==> config.mk <==
export PLATFORM = sky130hd
export DESIGN_NAME = cbfz_ctrl
export DESIGN_NICKNAME = d
export VERILOG_FILES = /design/src/hdl/cbfz_pkg.sv /design/src/hdl/cbfz_ctrl.sv
export SDC_FILE = /design/constraint.sdc
export NUM_CORES = 1
export LEC_CHECK = 0
export ABC_CLOCK_PERIOD_IN_PS = 1770
export BUFFER_PORTS_ARGS = -buffer_cell sky130_fd_sc_hd__buf_4
export CORE_AREA = 4 4 41 43
export DETAILED_ROUTE_END_ITERATION = 8
export DIE_AREA = 0 0 45 47
export GPL_ROUTABILITY_DRIVEN = 0
export PLACE_DENSITY = 0.4
export REMOVE_ABC_BUFFERS = 1
export SYNTH_ARGS = -nofsm -noshare
export SYNTH_HDL_FRONTEND = slang
export SYNTH_SLANG_ARGS = --single-unit
export TNS_END_PERCENT = 1
==> constraint.sdc <==
create_clock -name clk -period 1.77 [get_ports clk]
set_clock_uncertainty 0.05 [all_clocks]
set_input_delay 0.354 -clock clk [delete_from_list [all_inputs] [get_ports clk]]
set_output_delay 0.354 -clock clk [all_outputs]
set_load 0.02 [all_outputs]
==> src/hdl/cbfz_pkg.sv <==
//------------------------------------------------------------------------------
// Chunk bitmap package
// Shared constants, codes, control structs and bit search functions.
//------------------------------------------------------------------------------
`default_nettype none

package cbfz_pkg;

	localparam int MAP_BITS_DEF  = 4096;
	localparam int MAX_WORDS_DEF = 128;
	localparam int WORD_BITS     = 32;
	localparam int LANES         = 4;
	localparam int LANE_W        = 2;
	localparam int ROW_BITS      = LANES * WORD_BITS;
	localparam int ROW_POS_W     = 7;
	localparam int CNT_W         = 13;
	localparam int IDX_W         = 7;
	localparam int OP_W          = 2;
	localparam int S_DATA_W      = 40;
	localparam int M_DATA_W      = 64;
	localparam logic [CNT_W-1:0] BIT_COUNT_RST = 13'd4096;

	typedef enum logic [OP_W-1:0] {
		OP_CLEAR = 2'd0,
		OP_LOAD  = 2'd1,
		OP_READ  = 2'd2,
		OP_QUERY = 2'd3
	} op_t;

	typedef enum logic [2:0] {
		S_IDLE,
		S_EXEC,
		S_SCAN,
		S_RDWAIT,
		S_FINISH
	} state_t;

	typedef struct packed {
		logic capture;
		logic clr;
		logic wr;
		logic rd_word;
		logic scan_start;
		logic scan_step;
		logic out_load;
	} cmd_t;

	typedef struct packed {
		op_t  op;
		logic no_words;
		logic scan_last;
		logic out_busy;
	} st_t;

	typedef struct packed {
		logic                 found;
		logic [ROW_POS_W-1:0] pos;
	} find_t;

	function automatic find_t first_zero(input logic [ROW_BITS-1:0] v);
		find_t r;
		r = '0;
		for (int k = ROW_BITS - 1; k >= 0; k--) begin
			if (!v[k]) begin
				r.found = 1'b1;
				r.pos   = ROW_POS_W'(k);
			end
		end
		return r;
	endfunction

	function automatic find_t last_one(input logic [ROW_BITS-1:0] v);
		find_t r;
		r = '0;
		for (int k = 0; k < ROW_BITS; k++) begin
			if (v[k]) begin
				r.found = 1'b1;
				r.pos   = ROW_POS_W'(k);
			end
		end
		return r;
	endfunction

endpackage

`default_nettype wire

==> src/hdl/cbfz_ctrl.sv <==
//------------------------------------------------------------------------------
// Chunk bitmap controller
// Sequences accept, execute, row scan and result hand-off for one item.
//------------------------------------------------------------------------------
`default_nettype none

module cbfz_ctrl (
	input  wire logic           clk,
	input  wire logic           arst_n,
	input  wire logic           s_tvalid,
	output logic                s_tready,
	input  wire cbfz_pkg::st_t  st,
	output cbfz_pkg::cmd_t      cmd
);

	cbfz_pkg::state_t state_q;
	cbfz_pkg::state_t state_nxt;

	always_ff @(posedge clk or negedge arst_n) begin
		if (!arst_n) begin
			state_q <= cbfz_pkg::S_IDLE;
		end else begin
			state_q <= state_nxt;
		end
	end

	always_comb begin
		state_nxt = state_q;
		cmd       = '0;
		s_tready  = 1'b0;
		unique case (state_q)
			cbfz_pkg::S_IDLE: begin
				s_tready = 1'b1;
				if (s_tvalid) begin
					cmd.capture = 1'b1;
					state_nxt   = cbfz_pkg::S_EXEC;
				end
			end
			cbfz_pkg::S_EXEC: begin
				unique case (st.op)
					cbfz_pkg::OP_CLEAR: begin
						cmd.clr   = 1'b1;
						state_nxt = cbfz_pkg::S_FINISH;
					end
					cbfz_pkg::OP_LOAD: begin
						cmd.wr    = 1'b1;
						state_nxt = cbfz_pkg::S_FINISH;
					end
					cbfz_pkg::OP_READ: begin
						cmd.rd_word = 1'b1;
						state_nxt   = cbfz_pkg::S_RDWAIT;
					end
					cbfz_pkg::OP_QUERY: begin
						cmd.scan_start = 1'b1;
						state_nxt      = st.no_words ? cbfz_pkg::S_FINISH : cbfz_pkg::S_SCAN;
					end
					default: state_nxt = cbfz_pkg::S_FINISH;
				endcase
			end
			cbfz_pkg::S_SCAN: begin
				cmd.scan_step = 1'b1;
				if (st.scan_last) begin
					state_nxt = cbfz_pkg::S_FINISH;
				end
			end
			cbfz_pkg::S_RDWAIT: begin
				state_nxt = cbfz_pkg::S_FINISH;
			end
			cbfz_pkg::S_FINISH: begin
				if (!st.out_busy) begin
					cmd.out_load = 1'b1;
					state_nxt    = cbfz_pkg::S_IDLE;
				end
			end
			default: state_nxt = cbfz_pkg::S_IDLE;
		endcase
	end

endmodule

`default_nettype wire

==> metrics.txt <==
Skew-Pair Late Insertion Delay 0.23 ns; multiplexer share of the synthesized area 0%; row count 13; Vias 280; R2R Setup Slk 0.54 ns; fin cells a little over 60; initial antenna violation count 0; endpoint type of the worst setup path primary output; placed cells 57; finished layout cell area between 400 and 500 um2; top cell type's share of synthesized area between 20% and 30%; hold path start st[1]; leading area contributor after synthesis dfrtp_1; Post-Synth XOR/XNOR Area 0%; Cells on Worst Hold Path 3; Area after DPL 374 um2; Most used DFF post-synth dfrtp_1; CTS root buffer clkbuf_4; Max Cap Viol 0; first-pass iteration count of the detailed router 2; post-route total power ~0.6 mW; ranking of synthesized cells by area dfrtp_1 (29%), nor4b_2 (5.8%), and2_1 (4.8%); simple-gate share of the synthesized area 42.8%; CP startpoint state_q[1]$_DFFE_PN0P_; Largest regs state_q x3; Synth Area in Compound Gates around 20%; Reg2Reg Launch Point state_q[1]$_DFFE_PN0P_; Initial Util 20.0%; Final Hold Viols 0; post-synthesis sequential area ratio between 20% and 30%; DIE AREA about 2100 um2; layout cells sized above 1 a little under three fifths; Biggest register state_q; Area Overhead vs Synth 65.9%; syn_area_per_cell ~8.7 um2; remaining global-route overflow 0; Achievable Freq between 0.5 and 0.6 GHz; slew at the pin with the worst max-slew slack 0.386 ns; Peak VDD IR between 0.4 and 0.5 mV; post-synthesis register bit count 3; FF-to-FF path depth 3; final core utilization 33.2%; TNS Setup 0 ns; routed len/inst roughly 11 um; Cell Area, Synth around 260 um2; Post-synth EDFFs 0; max-slew violations 0; crit share post-route between 90% and 100%; Critical Setup Path Class register to primary output; Die X around 45 um; type of origin of the critical path register; commonest cells after routing, fill and taps aside buf_4 (14), nor2_1 (3), clkbuf_4 (3), dfrtp_2 (3); post-synthesis adder-cell area fraction 0%; CTS tree built; Clk pin slew, worst setup/hold paths about 0.04 ns; Crit path arrival time around 1.3 ns; Residual DRC 0; Sink Count 3; vias in the first global route 260; power per cell area approximately 1400 nW/um2; Post-Syn Instances 30; DP HPWL 546 um; Setup-failing EPs final 0; largest family of logic cells by synthesized area simple AND/OR/NAND/NOR gates; # IOs 16; clock tree buffer depth 2; area of the core around 1300 um2; reg2reg end state_q[0]$_DFFE_PN0P_; distinct cell type count after synthesis 22; Routed Antenna Nets 0; worst path required time 1.37 ns; first-iteration detailed-routing DRC count 3; Max FO, Critical Path 11; total CTS buffers 3; Yosys warning count 0; first-pass GRT wire length ~1.2 mm; max FFs per register 3; class of the worst hold path input port to register; final net count 56; Hold EP state_q[1]$_DFFE_PN0P_; Die Y about 47 um; port bufs 15; Async SR Flop Fraction 100%; GRT Overall Usage under 10%; status complete, no violations; H-tree levels 1; Total Wirelength 712 um; Pleak between 0.15 and 0.2 nW; relative slew slack 73.6%; Antenna Cells 0; number of vias per cell between 4 and 5; RSZ-0062 raised after global routing true; commonest non-fill, non-tap cell in the layout buf_4; largest net degree at the start of global routing 12; crit path time final approximately 1.7 ns
logic make-up (layout without fill, tap and decap cells):
| logic type | after synthesis | after routing |
|---|---|---|
| simple gates | 16 | 16 |
| compound gates | 7 | 7 |
| buf+inv | 4 | 21 |
| flops | 3 | 3 |
report_power, final:
part           leakage (nW)  internal, mW  switching, mW
clock                0.0150        0.0844         0.0346
sequential           0.0348         0.101         0.0788
combinational         0.142         0.151          0.135
total                 0.192         0.337          0.248
metrics by stage:
step           setup WS [ns]  hold slack (ns)
4_1_cts              0.00349            0.348
3_3_place_gp           0.214           0.0945
5_1_grt              -0.0253            0.363
2_1_floorplan        -0.0189          0.00841
6_report              0.0301            0.355
3_5_place_dp           0.181           0.0941
cell usage after synthesis (2+ instances only):
cell,n
dfrtp_1,3
nor2_1,3
a21oi_1,2
and2_1,2
buf_2,2
nor3_1,2
worst max-delay path by stage:
| stage | endpoint | slack (ns) | cells after the start |
|---|---|---|---|
| after detailed placement | cmd[3] | 0.18 | 3 |
| after CTS | cmd[3] | 0.003 | 3 |
| after floorplan | cmd[6] | -0.02 | 2 |
| after global routing | cmd[3] | -0.03 | 3 |
| final | cmd[3] | 0.03 | 3 |
| after global placement | cmd[3] | 0.21 | 3 |
routing by layer:
| metal | vias up | routed length (um) | track usage, % |
|---|---|---|---|
| li1 | 142 | - | - |
| met1 | 122 | 293 | 9.63 |
| met2 | 12 | 320 | 11.3 |
| met3 | 4 | 71 | 3.83 |
| met4 | 0 | 26 | 8.77 |
| met5 | - | 0 | 0 |
layout make-up:
class / count / area, um2
clock buffer: 4 / 26.3
fill: 156 / 870
inverter: 1 / 3.75
multi-input combinational: 23 / 178
sequential: 3 / 78.8
tap: 15 / 18.8
timing repair buffer: 16 / 126
worst max-delay path, stage by stage, from the launching register on:
cell and delay (ns):
dfrtp_2 0.47, nor4b_4 0.31, and2_2 0.18, buf_4 0.13
what timing repair did:
action | in CTS | in global routing
setup endpoints to repair | 2 | 3
hold endpoints to repair | 3 | 0
setup buffers | 0 | 0
pin swaps | 0 | 2
resized for setup | 4 | 2
hold buffers | 1 | 0
Note: power is estimated with default switching activity, not from simulation.
